===== config.mk =====
export PLATFORM = sky130hd
export DESIGN_NAME = rpa_ctrl
export DESIGN_NICKNAME = d
export VERILOG_FILES = /design/src/sv/rpa_pkg.sv /design/src/sv/rpa_ctrl.sv
export SDC_FILE = /design/constraint.sdc
export NUM_CORES = 1
export LEC_CHECK = 0
export BUFFER_PORTS_ARGS = -buffer_cell sky130_fd_sc_hd__buf_2
export CAP_MARGIN = 20
export CORE_AREA = 2 2 162 196
export DETAILED_ROUTE_END_ITERATION = 12
export DIE_AREA = 0 0 164 198
export PLACE_DENSITY = 0.41
export SYNTH_ARGS = -nofsm -noshare
export SYNTH_HDL_FRONTEND = slang
export SYNTH_SLANG_ARGS = --single-unit

===== constraint.sdc =====
create_clock -name clk -period 6.7 [get_ports clk]
set_input_delay 1.34 -clock clk [delete_from_list [all_inputs] [get_ports clk]]
set_output_delay 1.34 -clock clk [all_outputs]
set_load 0.05 [all_outputs]

===== src/sv/rpa_pkg.sv =====
// ----------------------------------------------------------------------------
// rpa_pkg
// shared types, constants and codes of the page allocator
// ----------------------------------------------------------------------------
package rpa_pkg;

	localparam int FRAME_COUNT = 32768;
	localparam int COUNT_BITS  = 8;
	localparam int FRAME_BITS  = $clog2(FRAME_COUNT);
	localparam int DEPTH_BITS  = FRAME_BITS + 1;
	localparam int OUT_COUNT_BITS = 8;
	localparam int CFG_IDX_BITS = 2;

	typedef logic [FRAME_BITS-1:0]     frame_t;
	typedef logic [DEPTH_BITS-1:0]     depth_t;
	typedef logic [COUNT_BITS-1:0]     count_t;
	typedef logic [OUT_COUNT_BITS-1:0] out_count_t;
	typedef logic [CFG_IDX_BITS-1:0]   cfg_idx_t;

	localparam frame_t LOW_FRAME_RESET  = frame_t'(0);
	localparam frame_t HIGH_FRAME_RESET = frame_t'(32767);
	localparam count_t COUNT_MAX        = '1;
	localparam depth_t DEPTH_FULL       = depth_t'(FRAME_COUNT);

	localparam cfg_idx_t REG_LOW_FRAME  = cfg_idx_t'(0);
	localparam cfg_idx_t REG_HIGH_FRAME = cfg_idx_t'(1);

	typedef enum logic [1:0] {
		MODE_ALLOC  = 2'd0,
		MODE_FREE   = 2'd1,
		MODE_ADDREF = 2'd2,
		MODE_QUERY  = 2'd3
	} mode_t;

	typedef enum logic [2:0] {
		ST_OK          = 3'd0,
		ST_OOM         = 3'd1,
		ST_RANGE       = 3'd2,
		ST_REFERENCED  = 3'd3,
		ST_SATURATED   = 3'd4,
		ST_DOUBLE_FREE = 3'd5
	} status_t;

	typedef struct packed {
		logic   re;
		frame_t raddr;
		logic   we;
		frame_t waddr;
		count_t wdata;
	} cnt_req_t;

	typedef struct packed {
		logic   re;
		frame_t raddr;
		logic   we;
		frame_t waddr;
		frame_t wdata;
	} stk_req_t;

endpackage


===== src/sv/rpa_ctrl.sv =====
// ----------------------------------------------------------------------------
// rpa_ctrl
// request sequencer: issues memory reads, then updates counts and stack
// and loads the result register
// ----------------------------------------------------------------------------
module rpa_ctrl (
	input  logic                 clk,
	input  logic                 arst_n,
	input  logic                 in_valid,
	output logic                 in_ready,
	input  rpa_pkg::mode_t       mode,
	input  rpa_pkg::frame_t      frame,
	output logic                 out_valid,
	input  logic                 out_ready,
	output rpa_pkg::frame_t      result_frame,
	output rpa_pkg::out_count_t  ref_count,
	output rpa_pkg::status_t     status,
	input  logic                 cfg_valid,
	output logic                 cfg_ready,
	input  rpa_pkg::cfg_idx_t    cfg_index,
	input  rpa_pkg::frame_t      cfg_data,
	output rpa_pkg::cnt_req_t    cnt_req,
	input  rpa_pkg::count_t      cnt_rdata,
	input  logic                 clr_busy,
	output rpa_pkg::stk_req_t    stk_req,
	input  rpa_pkg::frame_t      stk_rdata
);
	import rpa_pkg::*;

	typedef enum logic [1:0] {
		S_IDLE = 2'b01,
		S_EXEC = 2'b10
	} state_t;

	state_t state_q;
	mode_t  mode_q;
	frame_t frame_q;
	frame_t low_frame_q;
	frame_t high_frame_q;
	depth_t stack_depth_q;
	depth_t fresh_next_q;

	logic       out_valid_q;
	frame_t     result_frame_q;
	out_count_t ref_count_q;
	status_t    status_q;

	logic    accept;
	logic    finish;
	depth_t  depth_m1;
	depth_t  fresh_m1;
	logic    in_rng;
	count_t  cnt_dec;
	count_t  cnt_inc;

	frame_t  res_frame;
	count_t  res_count;
	status_t res_status;
	logic    pop;
	logic    take_fresh;
	logic    push;

	assign in_ready  = (state_q == S_IDLE) && !clr_busy;
	assign accept    = in_valid && in_ready;
	assign finish    = (state_q == S_EXEC) && (!out_valid_q || out_ready);
	assign cfg_ready = 1'b1;

	assign depth_m1 = stack_depth_q - 1'b1;
	assign fresh_m1 = fresh_next_q - 1'b1;
	assign in_rng   = (frame_q >= low_frame_q) && (frame_q <= high_frame_q);
	assign cnt_dec  = cnt_rdata - 1'b1;
	assign cnt_inc  = cnt_rdata + 1'b1;

	always_comb begin
		res_frame  = frame_q;
		res_count  = '0;
		res_status = ST_OK;
		pop        = 1'b0;
		take_fresh = 1'b0;
		push       = 1'b0;
		// count read goes out with the transfer
		cnt_req.re    = accept;
		cnt_req.raddr = frame;
		cnt_req.we    = 1'b0;
		cnt_req.waddr = frame_q;
		cnt_req.wdata = '0;
		unique case (mode_q)
			MODE_ALLOC: begin
				if (stack_depth_q != '0) begin
					pop        = 1'b1;
					res_frame  = stk_rdata;
					res_count  = count_t'(1);
					cnt_req.we = 1'b1;
				end else if (fresh_next_q > {1'b0, low_frame_q}) begin
					take_fresh = 1'b1;
					res_frame  = fresh_m1[FRAME_BITS-1:0];
					res_count  = count_t'(1);
					cnt_req.we = 1'b1;
				end else begin
					res_frame  = '0;
					res_status = ST_OOM;
				end
				cnt_req.waddr = res_frame;
				cnt_req.wdata = count_t'(1);
			end
			MODE_FREE: begin
				if (!in_rng) begin
					res_status = ST_RANGE;
				end else if (cnt_rdata == '0) begin
					res_status = ST_DOUBLE_FREE;
				end else begin
					cnt_req.we    = 1'b1;
					cnt_req.wdata = cnt_dec;
					res_count     = cnt_dec;
					if (cnt_dec != '0) begin
						res_status = ST_REFERENCED;
					end else begin
						push = (stack_depth_q != DEPTH_FULL);
					end
				end
			end
			MODE_ADDREF: begin
				if (!in_rng) begin
					res_status = ST_RANGE;
				end else if (cnt_rdata == COUNT_MAX) begin
					res_count  = cnt_rdata;
					res_status = ST_SATURATED;
				end else begin
					cnt_req.we    = 1'b1;
					cnt_req.wdata = cnt_inc;
					res_count     = cnt_inc;
				end
			end
			MODE_QUERY: begin
				if (!in_rng) begin
					res_status = ST_RANGE;
				end else begin
					res_count = cnt_rdata;
				end
			end
		endcase
		cnt_req.we = cnt_req.we && finish;
	end

	// stack top read goes out with the transfer
	assign stk_req.re    = accept;
	assign stk_req.raddr = depth_m1[FRAME_BITS-1:0];
	assign stk_req.we    = push && finish;
	assign stk_req.waddr = stack_depth_q[FRAME_BITS-1:0];
	assign stk_req.wdata = frame_q;

	always_ff @(posedge clk or negedge arst_n) begin
		if (!arst_n) begin
			state_q       <= S_IDLE;
			out_valid_q   <= 1'b0;
			low_frame_q   <= LOW_FRAME_RESET;
			high_frame_q  <= HIGH_FRAME_RESET;
			stack_depth_q <= '0;
			fresh_next_q  <= depth_t'(HIGH_FRAME_RESET) + 1'b1;
		end else begin
			if (out_valid_q && out_ready) begin
				out_valid_q <= 1'b0;
			end
			unique case (state_q)
				S_IDLE: begin
					if (accept) begin
						state_q <= S_EXEC;
					end
				end
				S_EXEC: begin
					if (finish) begin
						state_q     <= S_IDLE;
						out_valid_q <= 1'b1;
						if (pop) begin
							stack_depth_q <= depth_m1;
						end
						if (push) begin
							stack_depth_q <= stack_depth_q + 1'b1;
						end
						if (take_fresh) begin
							fresh_next_q <= fresh_m1;
						end
					end
				end
				default: begin
					state_q <= S_IDLE;
				end
			endcase
			if (cfg_valid && cfg_ready) begin
				unique case (cfg_index)
					REG_LOW_FRAME: begin
						low_frame_q <= cfg_data;
					end
					REG_HIGH_FRAME: begin
						high_frame_q <= cfg_data;
						fresh_next_q <= depth_t'(cfg_data) + 1'b1;
					end
					default: begin
					end
				endcase
			end
		end
	end

	always_ff @(posedge clk) begin
		if (accept) begin
			mode_q  <= mode;
			frame_q <= frame;
		end
		if (finish) begin
			result_frame_q <= res_frame;
			ref_count_q    <= out_count_t'(res_count);
			status_q       <= res_status;
		end
	end

	assign out_valid    = out_valid_q;
	assign result_frame = result_frame_q;
	assign ref_count    = ref_count_q;
	assign status       = status_q;

endmodule


==> metrics.yaml, run 1 <==
slew_headroom_pct: 35.49
antenna_left: 0
post-dp-hpwl_um: 20130
cts_tree: "done"
start_kind: "flop"
coreArea_um2: 30830
async_reset_ff_share_pct: 60.19
synth_area_per_cell_um2: 8.870
viasPerCell: 4.777
ys_seq_elements: 108
final_util_pct: 28.97
synth_edf_count: 43
power_per_cell_area_nw_per_um2: 261.3
stdcell_area_um2: 8930
io_pins: 179
gp_congestion: 0.8177
htreeDepth: 3
die_area_um2: 32470
syn_nets: 974
hold_viol_final: 0
num_vias: 6606
switching_power_w: 0.0009953
r2r-start: "stack_depth_q[0]"
tightestPinTransition_ns: 0.9676
drtIter0Drc: 306
synth.area.mux_share_pct: 1.869
path_clk_slew_ns: 0.07
die_y_um: 198
numPortBuffers: 177
max_freq_mhz: 198.9
tns_ns: 0
synth_fa_ha_area_share_pct: 9.592
synthSimpleGateAreaFrac_pct: 22.09
grt_pass1_wl_um: 39400
period_share_pct: 75.04
avgRoutedWirePerCell_um: 18.76
dp_cells: 1366
combPwrFrac_pct: 39.3
placed_area_um2: 8626
status: "completed"
die_width_um: 164
post_cts_buffers: 0
synthCells: 853
synth_area_um2: 7566
holdBufCountCts: 0
p_leak_nw: 3.996
fin_cells: 1383
rsz0062_at_grt: "false"
synth_top_family_by_area: "simple AND/OR/NAND/NOR gates"
ir_drop_v: 0.0001439
drc: 0
setup_violations: 0
post_cts_resized: 0
dr.pass1.iters: 4
seq_area_um2: 2939
multi_input_area_um2: 4048
synth-warning-count: 0
finalCriticalPeriod_ns: 5.027
root_buffer: "clkbuf_16"
synth_compound_area_share_pct: 13.26
critPathMaxStageDelay_ns: 0.53
hp-class: "reg2reg"
grt_pass1_vias: 6580
startpoint: "fresh_next_q[0]"
sequentialPowerShare_pct: 36.3
critical_path_peak_fanout: 5
p_int_w: 0.001338
slowest_stage: "nor3b_1"
drive_above_1_share_pct: 23.73
cp_num_buf_inv: 2
rows: 71
path_common_cell: "or3_1"
synthXorXnorAreaFrac_pct: 6.483
final.setup.worst_slack_ns: 1.673
grt_max_degree: 66
grt.total_usage_pct: 16.22
pwr-share-clk_pct: 24.4
cts_sinks: 108
arrival_ns: 3.69
antenna_cells: 0
ys_seq_area_share_pct: 38.85
synth-main-ff-cell: "dfrtp_1"
required_ns: 5.36
cts_buffers: 9
critPathCaptureType: "output pin"
fillerInstances: 3403
cp_top_family: "simple AND/OR/NAND/NOR gates"
crit_type: "reg2out"
synth_cell_types: 69
cts_buffer_depth: 2
grt_overflow: 0
drt-total-wl_um: 25950
slew_viol_final: 0
hold_path.startpoint: "high_frame_q[0]"
p_sw_share_pct: 42.65
clock_skew_ns: 0.01454
crit_chain: "inv_1 -> ha_1 -> nor3b_1 -> nand3_1 -> or3_1 -> or3_1 -> xnor2_1 -> a32oi_1 -> a21oi_1 -> buf_2"
area_delta_synth_final_pct: 18.03
nNetsFinal: 1098
clock_latency_ns: 0.37
antenna_found_initial: 0
dp_worst_setup_slack_ns: 1.872
start_util_pct: 24.54
drv_cap: 0
==> sequential cells by signal (all words and copies together), names as in the netlist <==
| register | cells |
|---|---|
| status | 3 |
| result_frame | 15 |
| mode_q | 2 |
| frame_q | 15 |
| out_valid | 1 |
| stack_depth_q | 16 |
| high_frame_q | 15 |
| ref_count | 8 |
| state_q | 2 |
| fresh_next_q | 16 |
| low_frame_q | 15 |
==> area by class of cell <==
cell class                      count  share of cell area (%)
Clock inverter                      4                  0.5605
Tap cell                          401                   5.619
Inverter                           45                   1.892
Timing Repair Buffer              188                   10.93
Multi-Input combinational cell    625                   45.33
Clock buffer                       12                   2.760
Sequential cell                   108                   32.91
==> per-stage QoR <==
stage                     power [W]  hold WS, ns
after floorplan            0.001529       0.4412
after global placement     0.001771       0.4547
after detailed placement   0.001778       0.4547
after CTS                  0.002365       0.4708
after global routing       0.002480       0.5067
final                      0.002334       0.4705
==> cells in the mapped netlist (3+ instances only) <==
cell	instances	area [um2]
or4_1	7	52.55
o31ai_1	5	37.54
nor2_1	78	292.8
xnor2_1	27	236.5
mux2i_1	13	130.1
a31oi_1	24	150.1
dfrtp_1	48	1201
nand2b_1	5	31.28
buf_4	33	247.7
a211oi_1	3	22.52
or2_2	3	18.77
and4_1	3	26.28
a32oi_1	3	26.28
nand3_1	32	160.2
o21ai_0	53	265.3
ha_1	58	725.7
edfxtp_1	43	1291
o211ai_1	4	30.03
clkbuf_1	38	142.6
and3_1	9	56.30
nor3b_1	6	45.04
xor2_1	29	254.0
nor3_1	15	75.07
o21a_1	4	30.03
or3_1	24	150.1
dfstp_2	17	446.7
inv_1	45	168.9
a21boi_0	3	22.52
nor4_1	11	68.82
nand2_1	106	397.9
nand4_1	18	112.6
nor2b_1	5	31.28
a21o_1	7	52.55
a21oi_1	31	155.2
==> kinds of logic (layout without fill, tap and decap cells) <==
group,count (synthesis),after routing
compound gates,160,160
xor+xnor,56,56
fa+ha+maj,58,58
buf+inv,120,249
flops,108,108
mux,14,14
other cells,1,1
simple gates,336,336
==> cell usage in the layout, fill, tap and decap left out, types with 7 or more instances in the layout <==
| cell type | count |
|---|---|
| xor2_1 | 29 |
| nor3_1 | 15 |
| dfstp_2 | 17 |
| nor2_1 | 78 |
| nor4_1 | 10 |
| edfxtp_1 | 43 |
| clkbuf_16 | 9 |
| nand3_1 | 32 |
| xnor2_1 | 27 |
| nand4_1 | 18 |
| buf_4 | 10 |
| ha_1 | 58 |
| a31oi_1 | 24 |
| buf_2 | 177 |
| a21o_1 | 7 |
| inv_1 | 45 |
| a21oi_1 | 31 |
| mux2i_1 | 13 |
| and3_1 | 9 |
| nand2_1 | 106 |
| or4_1 | 7 |
| or3_1 | 24 |
| o21ai_0 | 53 |
| dfrtp_1 | 48 |
==> power by group through the flow <==
stage          sequential (W)  combinational (W)  clock [W]
2_1_floorplan        0.000843           0.000686          0
3_3_place_gp         0.000859           0.000912          0
3_5_place_dp         0.000860           0.000918          0
4_1_cts              0.000847           0.000922   0.000596
5_1_grt              0.000857            0.00100   0.000619
6_report             0.000846           0.000918   0.000569
==> layer usage <==
layer  global-route usage [%]  up-vias  wire (um)
met5                        0        -          0
met4                    5.556        0        632
met3                    2.283       24       1035
met2                    27.09      164      12200
met1                    21.39     3172      12080
li1                         -     3246          -
==> worst min-delay path: stages, from the launching register on <==
cell,delay (ns)
dfstp_2,0.37
nand2_1,0.05
nand2_1,0.05
==> worst paths after layout <==
kind / slack [ns] / end / cells past startpoint
max: 1.67 / cnt_req[22] / 10
max reg2reg: 2.89 / fresh_next_q[4] / 9
min reg2reg: 0.47 / high_frame_q[0] / 2
min in group asynchronous: 1.21 / stack_depth_q[0] / 2
min: 0.47 / high_frame_q[0] / 2
max in group asynchronous: 4.86 / low_frame_q[4] / 2
Note: power is estimated with default switching activity, not from simulation.
==> run 2, diff against run 1 <==
Settings changed: PLACE_DENSITY 0.41 to 0.42.
Clock period 6.7 ns to 4.25 ns, I/O delays scaled along.
==> run 2 against run 1 <==
Compared with the run above: utilization grew 0.99 points; register-to-register slack worse by 2.1 ns; first-iteration DRC count up 30%; hold slack worse by 0.0099 ns; via count up 1.8%; final cell count increased by 1.6%; sequential share of layout area decreased by 1.1 points; final area rose by 3.4%; clock power rose by 64%; non-clock buffer count rose by 21; clock skew down 0.0018 ns; largest cell class unchanged; largest power group unchanged.
==> metrics.yaml, run 2 (synthesis gave the netlist of run 1 again) <==
p_leak_nw: 4.124
clock_skew_ns: 0.01270
period_share_pct: 95.97
rrSetupSlack_ns: 0.76
grt.total_usage_pct: 16.77
crit_type: "reg2out"
ir_drop_v: 0.0001974
max_freq_mhz: 245.2
rsz0062_at_grt: "false"
final_cell_mix: "buf_2, nand2_1, nor2_1"
post-dp-hpwl_um: 21380
grt.busiest_layer: "met2"
power_per_cell_area_nw_per_um2: 407.9
antenna_left: 0
grt.met3_usage_pct: 2.325
clock_latency_ns: 0.37
die_width_um: 164
start_util_pct: 24.54
multi_input_area_um2: 4159
r2r-start: "stack_depth_q[0]"
drt-total-wl_um: 26880
cp_num_buf_inv: 1
drtIter0Drc: 397
holdBufCountCts: 0
rr_worst_depth: 9
final_common_cell: "buf_2"
rows: 71
tns_ns: 0
gp_congestion: 0.7778
slowest_stage: "or4_1"
critPathMaxStageDelay_ns: 0.57
seq_area_um2: 2939
setup_violations: 0
arrival_ns: 3.23
root_buffer: "clkbuf_16"
switching_power_w: 0.001585
hold_viol_final: 0
numPortBuffers: 177
drv_cap: 0
r2r_end: "fresh_next_q[13]"
die_y_um: 198
sequentialPowerShare_pct: 34.9
cts_sinks: 108
io_pins: 179
antenna_found_initial: 2
cts_buffer_depth: 2
start_kind: "flop"
slew_viol_final: 0
grt_pass1_vias: 6513
drc: 0
fillerInstances: 3312
viasPerCell: 4.787
grt_max_degree: 26
hp-class: "in2async"
tightestPinTransition_ns: 0.8347
cts_buffers: 9
area_delta_synth_final_pct: 22.08
drive_above_1_share_pct: 27.42
coreArea_um2: 30830
grt_pass1_wl_um: 40550
avgRoutedWirePerCell_um: 19.13
placed_area_um2: 8822
critPathCaptureType: "output pin"
path_clk_slew_ns: 0.07
p_int_w: 0.002182
top_regs: "fresh_next_q (16), stack_depth_q (16)"
cts_tree: "done"
dr.pass1.iters: 4
required_ns: 3.40
nNetsFinal: 1119
met1_usage_pct: 21.33
die_area_um2: 32470
num_vias: 6726
critical_path_peak_fanout: 10
finalCriticalPeriod_ns: 4.079
cp_top_family: "simple AND/OR/NAND/NOR gates"
crit_chain: "or4_1 -> or4b_1 -> or3_1 -> nor3_1 -> xor2_1 -> clkbuf_4"
grtUsageMet2_pct: 29.75
p_sw_share_pct: 42.08
grt_overflow: 0
stdcell_area_um2: 9236
htreeDepth: 3
status: "completed"
pwr-share-clk_pct: 24.8
slew_headroom_pct: 44.35
combPwrFrac_pct: 40.2
## run 2: area by class of cell
type,count,share of cell area (%)
antenna,1,0.02709
clock buffer,13,2.940
clock inverter,3,0.4606
inverter,45,1.829
multi-input combinational,625,45.03
sequential,108,31.82
tap,401,5.432
timing repair buffer,209,12.46
## run 2: worst max-delay path by stage
stage,depth (start not counted),start,endpoint,slack (ns)
3_5_place_dp,9,stack_depth_q[0],cnt_req[9],0.24
3_3_place_gp,9,stack_depth_q[0],cnt_req[9],0.21
6_report,6,stack_depth_q[2],stk_req[44],0.17
2_1_floorplan,8,frame_q[14],cnt_req[4],0.02
5_1_grt,10,high_frame_q[6],cnt_req[23],0.004
4_1_cts,9,stack_depth_q[0],cnt_req[9],0.02
## run 2: what timing repair did
action                                  CTS  global route
endpoints found under the setup margin    3            17
gates resized for setup                   4            15
endpoints found under the hold margin     0             0
buffers inserted                          0             3
## run 2: routing by layer
layer  wire, um  vias up
met5         11        -
met4        378        2
met3       1214       20
met2      13660      166
met1      11620     3241
li1           -     3297
## run 2: through the flow
| step | setup slack [ns] | hold slack (ns) | power [W] | std cells | util, % |
|---|---|---|---|---|---|
| final | 0.1712 | 0.4606 | 0.003767 | 1405 | 29.96 |
| after CTS | 0.01861 | 0.4629 | 0.003796 | 1400 | 29.67 |
| after detailed placement | 0.2368 | 0.4570 | 0.002846 | 1384 | 28.62 |
| after global placement | 0.2105 | 0.4576 | 0.002840 | 1384 | 28.62 |
| after floorplan | 0.01758 | 0.4412 | 0.002420 | 853 | - |
| after global routing | 0.003625 | 0.4969 | 0.004003 | 1404 | 29.95 |
## run 2: power by group through the flow
stage | Clock (W) | Sequential (W) | Combinational (W)
6_report | 0.000935 | 0.00132 | 0.00152
5_1_grt | 0.00100 | 0.00134 | 0.00166
4_1_cts | 0.000964 | 0.00132 | 0.00151
3_5_place_dp | 0 | 0.00134 | 0.00151
3_3_place_gp | 0 | 0.00134 | 0.00150
2_1_floorplan | 0 | 0.00133 | 0.00109
